--- src/hw/rtl/assert_macros.svh ---
// Assertion helpers shared by the RTL modules.
// Expects clk_i and rst_ni in the scope where a macro is used.
`ifndef ASSERT_MACROS_SVH
`define ASSERT_MACROS_SVH

// Property must hold at every rising clock edge outside reset.
`define ASSERT_PROP(lbl, prop, msg) \
  lbl: assert property (@(posedge clk_i) disable iff (!rst_ni) prop) else $error(msg);

// Expression must never be true outside reset.
`define ASSERT_NEVER(lbl, expr, msg) \
  lbl: assert property (@(posedge clk_i) disable iff (!rst_ni) !(expr)) else $error(msg);

`endif

--- src/hw/rtl/swma_pkg.sv ---
// Shared constants, codes and helpers for the stack with middle access.
// No dependencies.
`default_nettype none
package swma_pkg;
  localparam int unsigned StackDepth = 64;
  localparam int unsigned AddrW      = $clog2(StackDepth);
  localparam int unsigned CountW     = $clog2(StackDepth + 1);

  typedef logic [AddrW-1:0]  addr_t;
  typedef logic [CountW-1:0] count_t;

  typedef enum logic [1:0] {
    OP_PUSH   = 2'd0,
    OP_POP    = 2'd1,
    OP_DELMID = 2'd2,
    OP_NOP    = 2'd3
  } opcode_e;

  typedef enum logic [1:0] {
    ST_OK    = 2'd0,
    ST_EMPTY = 2'd1,
    ST_FULL  = 2'd2
  } status_e;

  // Cell index of the middle element; count must be nonzero.
  function automatic addr_t middle_addr(input count_t cnt);
    count_t top;
    top = cnt - count_t'(1);
    return addr_t'(top - (top >> 1));
  endfunction
endpackage
`default_nettype wire

--- src/hw/rtl/stack_with_middle_access.sv ---
// Bounded stack of signed words with middle read and middle delete.
// Depends on swma_pkg and assert_macros.svh.
//
// Usage: drive opcode_i and push_value_i with start_i; the command is taken
// at a rising edge where start_i is high and busy_o is low. Each command
// gives exactly one result, shown for one cycle with result_valid_o high:
// middle_value_o (middle after the command, 0 when empty), element_count_o
// and status_o (ok, empty, full). The receiver cannot stall the block.
// After the accepting edge, push, pop, unused opcode and refused commands
// pass through S_READ (middle read) and then S_RESP (result).
// A delete of the middle first moves every word above the middle down one cell
// in S_SHIFT through the stack memory (one read and one write port), one word
// per cycle, then goes through S_READ and S_RESP; it moves k = count - 1 - middle
// index words (at most StackDepth/2 - 1). busy_o stays high until the result
// cycle ends; the next command is accepted the cycle after. Reset clears the
// count and the control state; the stack memory is not cleared, since an
// unwritten cell never reaches middle_value_o.
`default_nettype none
`include "assert_macros.svh"
module stack_with_middle_access
  import swma_pkg::*;
(
  input  wire logic               clk_i,
  input  wire logic               rst_ni,
  input  wire logic               start_i,
  output logic                    busy_o,
  input  wire logic [1:0]         opcode_i,
  input  wire logic signed [31:0] push_value_i,
  output logic                    result_valid_o,
  output logic signed [31:0]      middle_value_o,
  output logic [6:0]              element_count_o,
  output logic [1:0]              status_o
);
  typedef enum logic [3:0] {
    S_IDLE  = 4'b0001,
    S_SHIFT = 4'b0010,
    S_READ  = 4'b0100,
    S_RESP  = 4'b1000
  } state_e;

  state_e  state_q, state_d;
  count_t  cnt_q, cnt_d;
  addr_t   ptr_q, ptr_d;
  status_e status_q, status_d;
  logic    mv_valid_q, mv_valid_d;
  addr_t   mv_addr_q, mv_addr_d;

  logic [31:0] mem [StackDepth];
  logic [31:0] rdata_q;
  logic        accept;
  logic        wr_en;
  addr_t       wr_addr;
  logic [31:0] wr_data;
  logic        rd_en;
  addr_t       rd_addr;
  logic [CountW:0] ptr_plus1, ptr_plus2;

  assign accept    = start_i && (state_q == S_IDLE);
  assign ptr_plus1 = (CountW+1)'(ptr_q) + (CountW+1)'(1);
  assign ptr_plus2 = (CountW+1)'(ptr_q) + (CountW+1)'(2);

  always_comb begin
    state_d    = state_q;
    cnt_d      = cnt_q;
    ptr_d      = ptr_q;
    status_d   = status_q;
    mv_valid_d = 1'b0;
    mv_addr_d  = mv_addr_q;
    wr_en      = 1'b0;
    wr_addr    = mv_addr_q;
    wr_data    = rdata_q;
    rd_en      = 1'b0;
    rd_addr    = addr_t'(ptr_plus1);

    // Pending move from the gap-closing pass lands in the cycle after its read.
    if (mv_valid_q) begin
      wr_en = 1'b1;
    end

    unique case (state_q)
      S_IDLE: begin
        if (accept) begin
          status_d = ST_OK;
          state_d  = S_READ;
          case (opcode_i)
            OP_PUSH: begin
              if (cnt_q >= count_t'(StackDepth)) begin
                status_d = ST_FULL;
              end else begin
                wr_en   = 1'b1;
                wr_addr = addr_t'(cnt_q);
                wr_data = push_value_i;
                cnt_d   = cnt_q + count_t'(1);
              end
            end
            OP_POP: begin
              if (cnt_q == '0) begin
                status_d = ST_EMPTY;
              end else begin
                cnt_d = cnt_q - count_t'(1);
              end
            end
            OP_DELMID: begin
              if (cnt_q == '0) begin
                status_d = ST_EMPTY;
              end else begin
                ptr_d = middle_addr(cnt_q);
                if ((CountW+1)'(middle_addr(cnt_q)) + (CountW+1)'(1)
                    < (CountW+1)'(cnt_q)) begin
                  state_d = S_SHIFT;
                end else begin
                  cnt_d = cnt_q - count_t'(1);
                end
              end
            end
            default: ;
          endcase
        end
      end
      S_SHIFT: begin
        // Read the word above, write it one cell down next cycle.
        rd_en      = 1'b1;
        rd_addr    = addr_t'(ptr_plus1);
        mv_valid_d = 1'b1;
        mv_addr_d  = ptr_q;
        ptr_d      = addr_t'(ptr_plus1);
        if (ptr_plus2 >= (CountW+1)'(cnt_q)) begin
          cnt_d   = cnt_q - count_t'(1);
          state_d = S_READ;
        end
      end
      S_READ: begin
        rd_en   = 1'b1;
        rd_addr = middle_addr(cnt_q);
        state_d = S_RESP;
      end
      S_RESP: begin
        state_d = S_IDLE;
      end
      default: state_d = S_IDLE;
    endcase
  end

  always_ff @(posedge clk_i) begin
    if (wr_en) begin
      mem[wr_addr] <= wr_data;
    end
    if (rd_en) begin
      // Forward a move that is written in the same cycle.
      if (wr_en && wr_addr == rd_addr) begin
        rdata_q <= wr_data;
      end else begin
        rdata_q <= mem[rd_addr];
      end
    end
  end

  always_ff @(posedge clk_i or negedge rst_ni) begin
    if (!rst_ni) begin
      state_q    <= S_IDLE;
      cnt_q      <= '0;
      ptr_q      <= '0;
      status_q   <= ST_OK;
      mv_valid_q <= 1'b0;
      mv_addr_q  <= '0;
    end else begin
      state_q    <= state_d;
      cnt_q      <= cnt_d;
      ptr_q      <= ptr_d;
      status_q   <= status_d;
      mv_valid_q <= mv_valid_d;
      mv_addr_q  <= mv_addr_d;
    end
  end

  assign busy_o          = (state_q != S_IDLE);
  assign result_valid_o  = (state_q == S_RESP);
  assign middle_value_o  = (cnt_q == '0) ? 32'sd0 : $signed(rdata_q);
  assign element_count_o = 7'(cnt_q);
  assign status_o        = status_q;

  `ASSERT_NEVER(a_cnt_bound, cnt_q > count_t'(StackDepth), "count above depth")
  `ASSERT_PROP(a_accept_busy, start_i && !busy_o |=> busy_o, "accepted item not busy")
  `ASSERT_PROP(a_resp_idle, result_valid_o |=> !busy_o && !result_valid_o,
               "result not followed by idle")
  `ASSERT_PROP(a_full_cnt, result_valid_o && status_o == ST_FULL |-> cnt_q == count_t'(StackDepth),
               "full status with room left")
endmodule
`default_nettype wire

--- config.mk ---
export PLATFORM = sky130hd
export DESIGN_NAME = stack_with_middle_access
export DESIGN_NICKNAME = d
export VERILOG_FILES = /design/src/hw/rtl/swma_pkg.sv /design/src/hw/rtl/stack_with_middle_access.sv
export VERILOG_INCLUDE_DIRS = /design/src /design/src/hw/rtl
export SDC_FILE = /design/constraint.sdc
export NUM_CORES = 2
export LEC_CHECK = 0
export BUFFER_PORTS_ARGS = -buffer_cell sky130_fd_sc_hd__buf_4
export CAP_MARGIN = 5
export CORE_MARGIN = 1
export CORE_UTILIZATION = 57
export DETAILED_ROUTE_END_ITERATION = 7
export PLACE_DENSITY = 0.76
export SLEW_MARGIN = 25
export SYNTH_ARGS = -nofsm -noshare
export SYNTH_HDL_FRONTEND = slang
export SYNTH_SLANG_ARGS = --single-unit
--- constraint.sdc ---
create_clock -name clk_i -period 3.9 [get_ports clk_i]
set_input_delay 0 -clock clk_i [delete_from_list [all_inputs] [get_ports clk_i]]
set_output_delay 0 -clock clk_i [all_outputs]
set_load 0.01 [all_outputs]
### Yosys cells after proc, flatten, opt, wreduce, memory -nomap -nowiden

Memory sizes are Yosys's and may differ from the RTL's. A register that Yosys moved wholly into a read port is not among the register bits.
Cells that the tools add are included.

| operators by class | value |
|---|---|
| bitwise logic cells | 0 |
| reduce and logical (&&, ||, !) cells | 10 |
| shift operators | 0 |
| equal/unequal tests | 16 |
| mux-type cells | 40 |
| divide/modulo/power cells | 0 |
| add/subtract/negate cells | 6 |
| $lt $le $gt $ge | 3 |
| $mul | 0 |

Operators by type and width:

| operator | count |
|---|---|
| $mux W32 | 5 |
| $mux W6 | 8 |
| $mux W7 | 6 |
| $pmux W7 S3 | 1 |
| $pmux W7 S2 | 1 |
| $ne A3 B3 Y1 const B | 4 |
| $pmux W4 S3 | 1 |
| $pmux W6 S2 | 1 |
| $mux W1 | 10 |
| $mux W3 | 3 |
| $mux W4 | 2 |
| $ne A4 B1 Y1 const B | 2 |
| $reduce_and A8 Y1 | 1 |
| $add A6 B1 Y7 const B | 1 |
| $add A6 B2 Y7 const B | 1 |
| $add A7 B1 Y7 const B | 1 |
| $ge A7 B7 Y1 | 1 |
| $ge A7 B7 Y1 const B | 1 |
| $logic_not A7 Y1 | 1 |
| $lt A7 B7 Y1 | 1 |
| $sub A7 B1 Y7 const B | 1 |
| $add A6 B1 Y6 const B | 1 |
| $ne A2 B2 Y1 const B | 3 |
| $sub A6 B6 Y6 | 1 |
| other kinds (15) | 17 |

| word-level totals | value |
|---|---|
| bits in read-only memories | 0 |
| memory bits (writable) | 2048 |
| register bits after elaboration | 26 |
| input port bits | 37 |
| latch bits | 0 |
| word-level logic and storage cells | 82 |
| memories kept | 1 |

Memories:

| memory | depth | bits a word | rd ports | clocked after Yosys merged registers in | write ports | line | source |
|---|---|---|---|---|---|---|---|
| mem | 64 | 32 | 1 | 1 | 1 | stack_with_middle_access.sv:48 | `logic [31:0] mem [StackDepth];` |

### Depth between registers and ports, before layout

| depth | value |
|---|---|
| depth in word-level cells | 9 |
| mapped depth | 21 |
| depth with buffers taken out | 19 |

### Worst setup path before layout

Ideal clock, no wire load.

| timing path | value |
|---|---|
| path type | flip-flop to flip-flop |
| start | register cnt_q[0] (netlist: element_count_o[0]) |
| end | register cnt_q[3] (netlist: element_count_o[3]) |
| cell stages (with the launch flop) | 20 |
| slack | -0.407 ns |
| buffers on the path | 2 |
| required time | 3.767 ns |
| library setup time | 0.133 ns |
| arrival | 4.174 ns |
| cell sequence | dfrtp_1 > buf_2 > inv_1 > ha_1 > xor2_1 > inv_1 > fa_1 > a21o_1 > a21oi_1 > xnor2_1 > nand2_1 > xnor2_1 > ha_1 > nand3_1 > or4b_1 > a21oi_1 > o221a_2 > buf_2 > nand2_1 > xnor2_1 |

| on the way | value |
|---|---|
| cells in the longest elaborated chain, start to end | 6 |
| elaborated cells on any way between the ends | 22 |
| classes of those cells | add/sub (4); order compare (3); eq/ne (5); mux (8); reduce/logical (2) |

RTL lines:

| what | line | source |
|---|---|---|
| start, declared | stack_with_middle_access.sv:42 | `count_t cnt_q, cnt_d;` |
| start signal, assigned | stack_with_middle_access.sv:168 | `cnt_q <= cnt_d;` |
| $sub A7 B1 Y7 | n/a |  |
| $sub A6 B6 Y6 / $mux W7 (equally long branches) | swma_pkg.sv:29, stack_with_middle_access.sv:108 |  |
| $add A6 B1 Y7 / $mux W7 (equally long branches) | stack_with_middle_access.sv:108, stack_with_middle_access.sv:104 |  |
| $lt A7 B7 Y1 / $pmux W7 S3 (equally long branches) | stack_with_middle_access.sv:109, stack_with_middle_access.sv:85 |  |
| $ne A3 B3 Y1 (no line) / $mux W7 (equally long branches) | n/a |  |
| $reduce_and A8 Y1 (no line) / $pmux W7 S2 (equally long branches) | n/a |  |

Parallel ways exist; a longest one is shown, timed or not. The select of a mux whose other input is x is not followed.
A chain may end at the register's enable or synchronous reset.

### Worst setup path in the final report

| timing path | value |
|---|---|
| start | register cnt_q[1] (netlist: element_count_o[1]) |
| end | register rdata_q[9] (read register of mem), data pin |

| on the way | value |
|---|---|
| cells in the longest elaborated chain, start to end | 3 |

RTL lines:

| what | line | source |
|---|---|---|
| $sub A7 B1 Y7 | swma_pkg.sv:28 | `top = cnt - count_t'(1);` |
| $sub A6 B6 Y6 | swma_pkg.sv:29 | `return addr_t'(top - (top >> 1));` |
| $mux W6 | stack_with_middle_access.sv:80 | `unique case (state_q)` |
| end, declared | stack_with_middle_access.sv:49 | `logic [31:0] rdata_q;` |

Every way passes these cells.

==> results.md <==
- RSZ-0062 raised after global routing: true
- Max rail drop VDD: ~850 µV
- GRT overflow: 0
- DRC Markers: 1
- Post-DP HPWL: 130000 µm
- Final hold viol count: 0
- Asr flop ratio synth: 0.0123
- CP Capture Type: flop
- Final nets: 4912
- Sequential share of the synthesized area: 0.766
- Clk_lat worst skew: 870 ps
- Chip Width: 382 µm
- Static Leak: 32.7 nW
- DRT iter0 DRCs: 7973
- Final setup vio count: 26
- Synth warnings: 0
- Synth Flop Type: edfxtp_1
- Hold Path Sink: mem[30][15]$_DFFE_PP_
- Setup TNS: -1080 ps
- CTS tree: done
- Global-route wire length before repair: 317000 µm
- CP required: roughly 4500 ps
- GRT met3 Usage: 0.0682
- R2r startpoint: element_count_o[1]$_DFFE_PN0P_
- Commonest non-fill, non-tap cell in the layout: edfxtp_1
- DRT Pass-1 Iters: 8
- Row count: 139
- Met1 Use GR: 0.402
- Worst-Margin Slew: 1120 ps
- Clock Sinks: around 2100
- Antenna violations before repair: 8
- Syn_nets: 4338
- Outcome: finished, violations left
- Tot GR Track Use: 0.304
- Critical path class: flop to flop
- Chip height: 382 µm
- Final Power: 99.6 mW
- R2r setup slk: -120 ps
- Worst Min Path Start: push_value_i[15]
- Worst hold path depth: 2
- H-tree lvl count: 4
- DP Area: 89600 µm²
- Max-slew violation count: 0
- Worst Skew: 57.9 ps
- Post-synthesis register bit count: approximately 2100
- Mapped Avg Cell Area: 19.3 µm²
- Netlist cell types: 74
- Root buf cell: clkbuf_16
- Worst EP arrival: 4600 ps
- Final GP Congestion: around 0.97
- Layout cells sized above 1: 0.301
- R2R depth: 16
- CP Max Fanout: 7
- Final cycle utilization of the critical path: 1.03
- Commonest cells after routing, fill and taps aside: 2080 x edfxtp_1, 420 x nand2_1, 388 x buf_4
- Final worst slack: -121 ps
- Final wirelength: roughly 240000 µm
- PortBufs: a little under 80
- Number of global-route vias before repair: 45500
- CTS clk-pin slew, worst paths: about 60 ps
- Failing checks: DRC, setup timing
- Antenna-violating nets left: 0
- Post-synth EDFFs: 2080
- Via count: 47700
- Fillers: approximately 8100
- Worst min-delay path category: input pin to flop
- CP startpoint kind: flop
- Mapped Area: 82400 µm²
- Drt wl/cell: 34.6 µm
- Initial Utilization: 0.574
- Die area: around 150000 µm²
- # IOs: 80
- Avg Vias per Cell: 6.89
- Minimum clock period: between 4000 and 5000 ps
- Core Region: 143000 µm²
- Max Freq: between 0.2 and 0.25 GHz
- Global routing usage on met2: 0.486
- GRT busiest layer: met2
- Power Dens Cells: 1000 nW/µm²
- Slew margin rel.: 0.252
- Worst slack at placement: -674 ps
- Area grow syn2layout: 20.4%
- Reg2reg end: rdata_q[9]$_DFFE_PP_
- Max Root-Sink Buffers: 3
- Pin count of the biggest net entering global routing: 69
- Number of buffers created by CTS: approximately 200
- Post-route cell area: 99300 µm²
- Max-cap violations: 0
- Synth Instances: ~4300
-- worst max-delay path, cell delays in order (launching register included) --
cell	delay, ps
dfrtp_2	380
clkinvlp_4	150
ha_4	320
buf_6	130
xnor2_4	120
inv_2	90
mux2i_4	190
buf_12	180
buf_16	160
buf_12	140
buf_16	130
buf_12	140
mux4_2	530
a22oi_2	230
o211ai_1	210
nor4_4	460
o2bb2ai_1	150
-- area by class of cell --
cell class              instances  area (µm²)  share of cell area
repair buffers                629        7640              0.0769
well taps                    1903        2380              0.0240
clock buffers                 243        5070              0.0511
flip-flops and latches       2106       63100               0.636
inverters                      27         120             0.00121
multi-input cells            1891       19700               0.199
diodes                          3        7.51           0.0000756
clock inverters               123        1220              0.0123
-- worst max path at each step --
| stage | startpoint | to |
|---|---|---|
| 6_report | element_count_o[1]$_DFFE_PN0P_ | rdata_q[9]$_DFFE_PP_ |
| 5_1_grt | element_count_o[1]$_DFFE_PN0P_ | rdata_q[5]$_DFFE_PP_ |
| 4_1_cts | element_count_o[1]$_DFFE_PN0P_ | rdata_q[11]$_DFFE_PP_ |
| 3_5_place_dp | element_count_o[1]$_DFFE_PN0P_ | rdata_q[12]$_DFFE_PP_ |
| 3_3_place_gp | element_count_o[1]$_DFFE_PN0P_ | rdata_q[6]$_DFFE_PP_ |
| 2_1_floorplan | state_q[0]$_DFFE_PN1P_ | mem[43][0]$_DFFE_PP_ |
-- cells by family (layout without fill, tap and decap cells) --
family	count (synthesis)	in the layout	synth area share
compound gates	411	411	0.0393
xor+xnor	28	28	0.00314
fa+ha+maj	25	25	0.00389
buf+inv	280	1022	0.0151
flops	2106	2106	0.766
mux	551	552	0.124
other cells	0	3	0
simple gates	875	875	0.0490
-- report_power, final --
group,total [mW],switching [mW],internal (mW)
combinational,51.6,29.8,21.8
clock,19.0,8.60,10.4
sequential,29.0,0.585,28.4
-- layer usage --
metal / share of wire / vias up
met2: 0.48 / 4072
met1: 0.33 / 24100
li1: - / 18700
met5: 0.00013 / -
met3: 0.13 / 757
met4: 0.057 / 4
-- sequential cells by signal, summed over array words and instances, names as in the netlist --
signal	count
rdata_q	32
state_q	4
element_count_o	7
mv_valid_q	1
status_o	2
mem	2048
ptr_q	6
mv_addr_q	6
-- through the flow --
stage	cells	hold WS [ps]	util
2_1_floorplan	4276	-296	-
3_3_place_gp	6376	-51.6	0.623
3_5_place_dp	6382	-51.6	0.624
4_1_cts	6784	5.39	0.674
5_1_grt	6925	52.5	0.692
6_report	6925	39.3	0.692
-- Yosys cell counts, types with 5 or more instances --
library cell,count,area [µm²]
edfxtp_1,2080,62500
nand2_1,425,1600
mux4_2,370,8330
nand3_1,178,891
mux2i_1,142,1420
clkbuf_1,113,424
buf_2,102,510
nor2_1,80,300
nand4_1,74,463
a32oi_1,72,631
a22oi_1,63,473
a22o_1,58,508
o21ai_0,48,240
and2_1,38,238
mux2_2,37,417
nor4_1,31,194
a221o_1,30,300
o211ai_1,30,225
o2bb2ai_1,29,254
buf_1,26,97.6
dfrtp_1,25,626
ha_1,24,300
inv_1,24,90.1
xnor2_1,20,175
a21oi_1,15,75.1
a31oi_1,15,93.8
and3_1,9,56.3
nor3_1,9,45.0
o31ai_1,8,60.1
buf_4,7,52.6
o21a_1,7,52.6
xor2_1,7,61.3
buf_6,5,56.3
nand2b_1,5,31.3
nor2b_1,5,31.3
o221a_2,5,56.3
-- repair_timing --
action                                 CTS  global route
gates cloned                             3            34
hold buffers                            21             0
buffers inserted                        12           103
setup endpoints to repair               35            39
endpoints found under the hold margin  381             0
pin swaps                               22            80
gates resized for setup                 61           181
No activity file was read; power rests on OpenSTA's default activity.
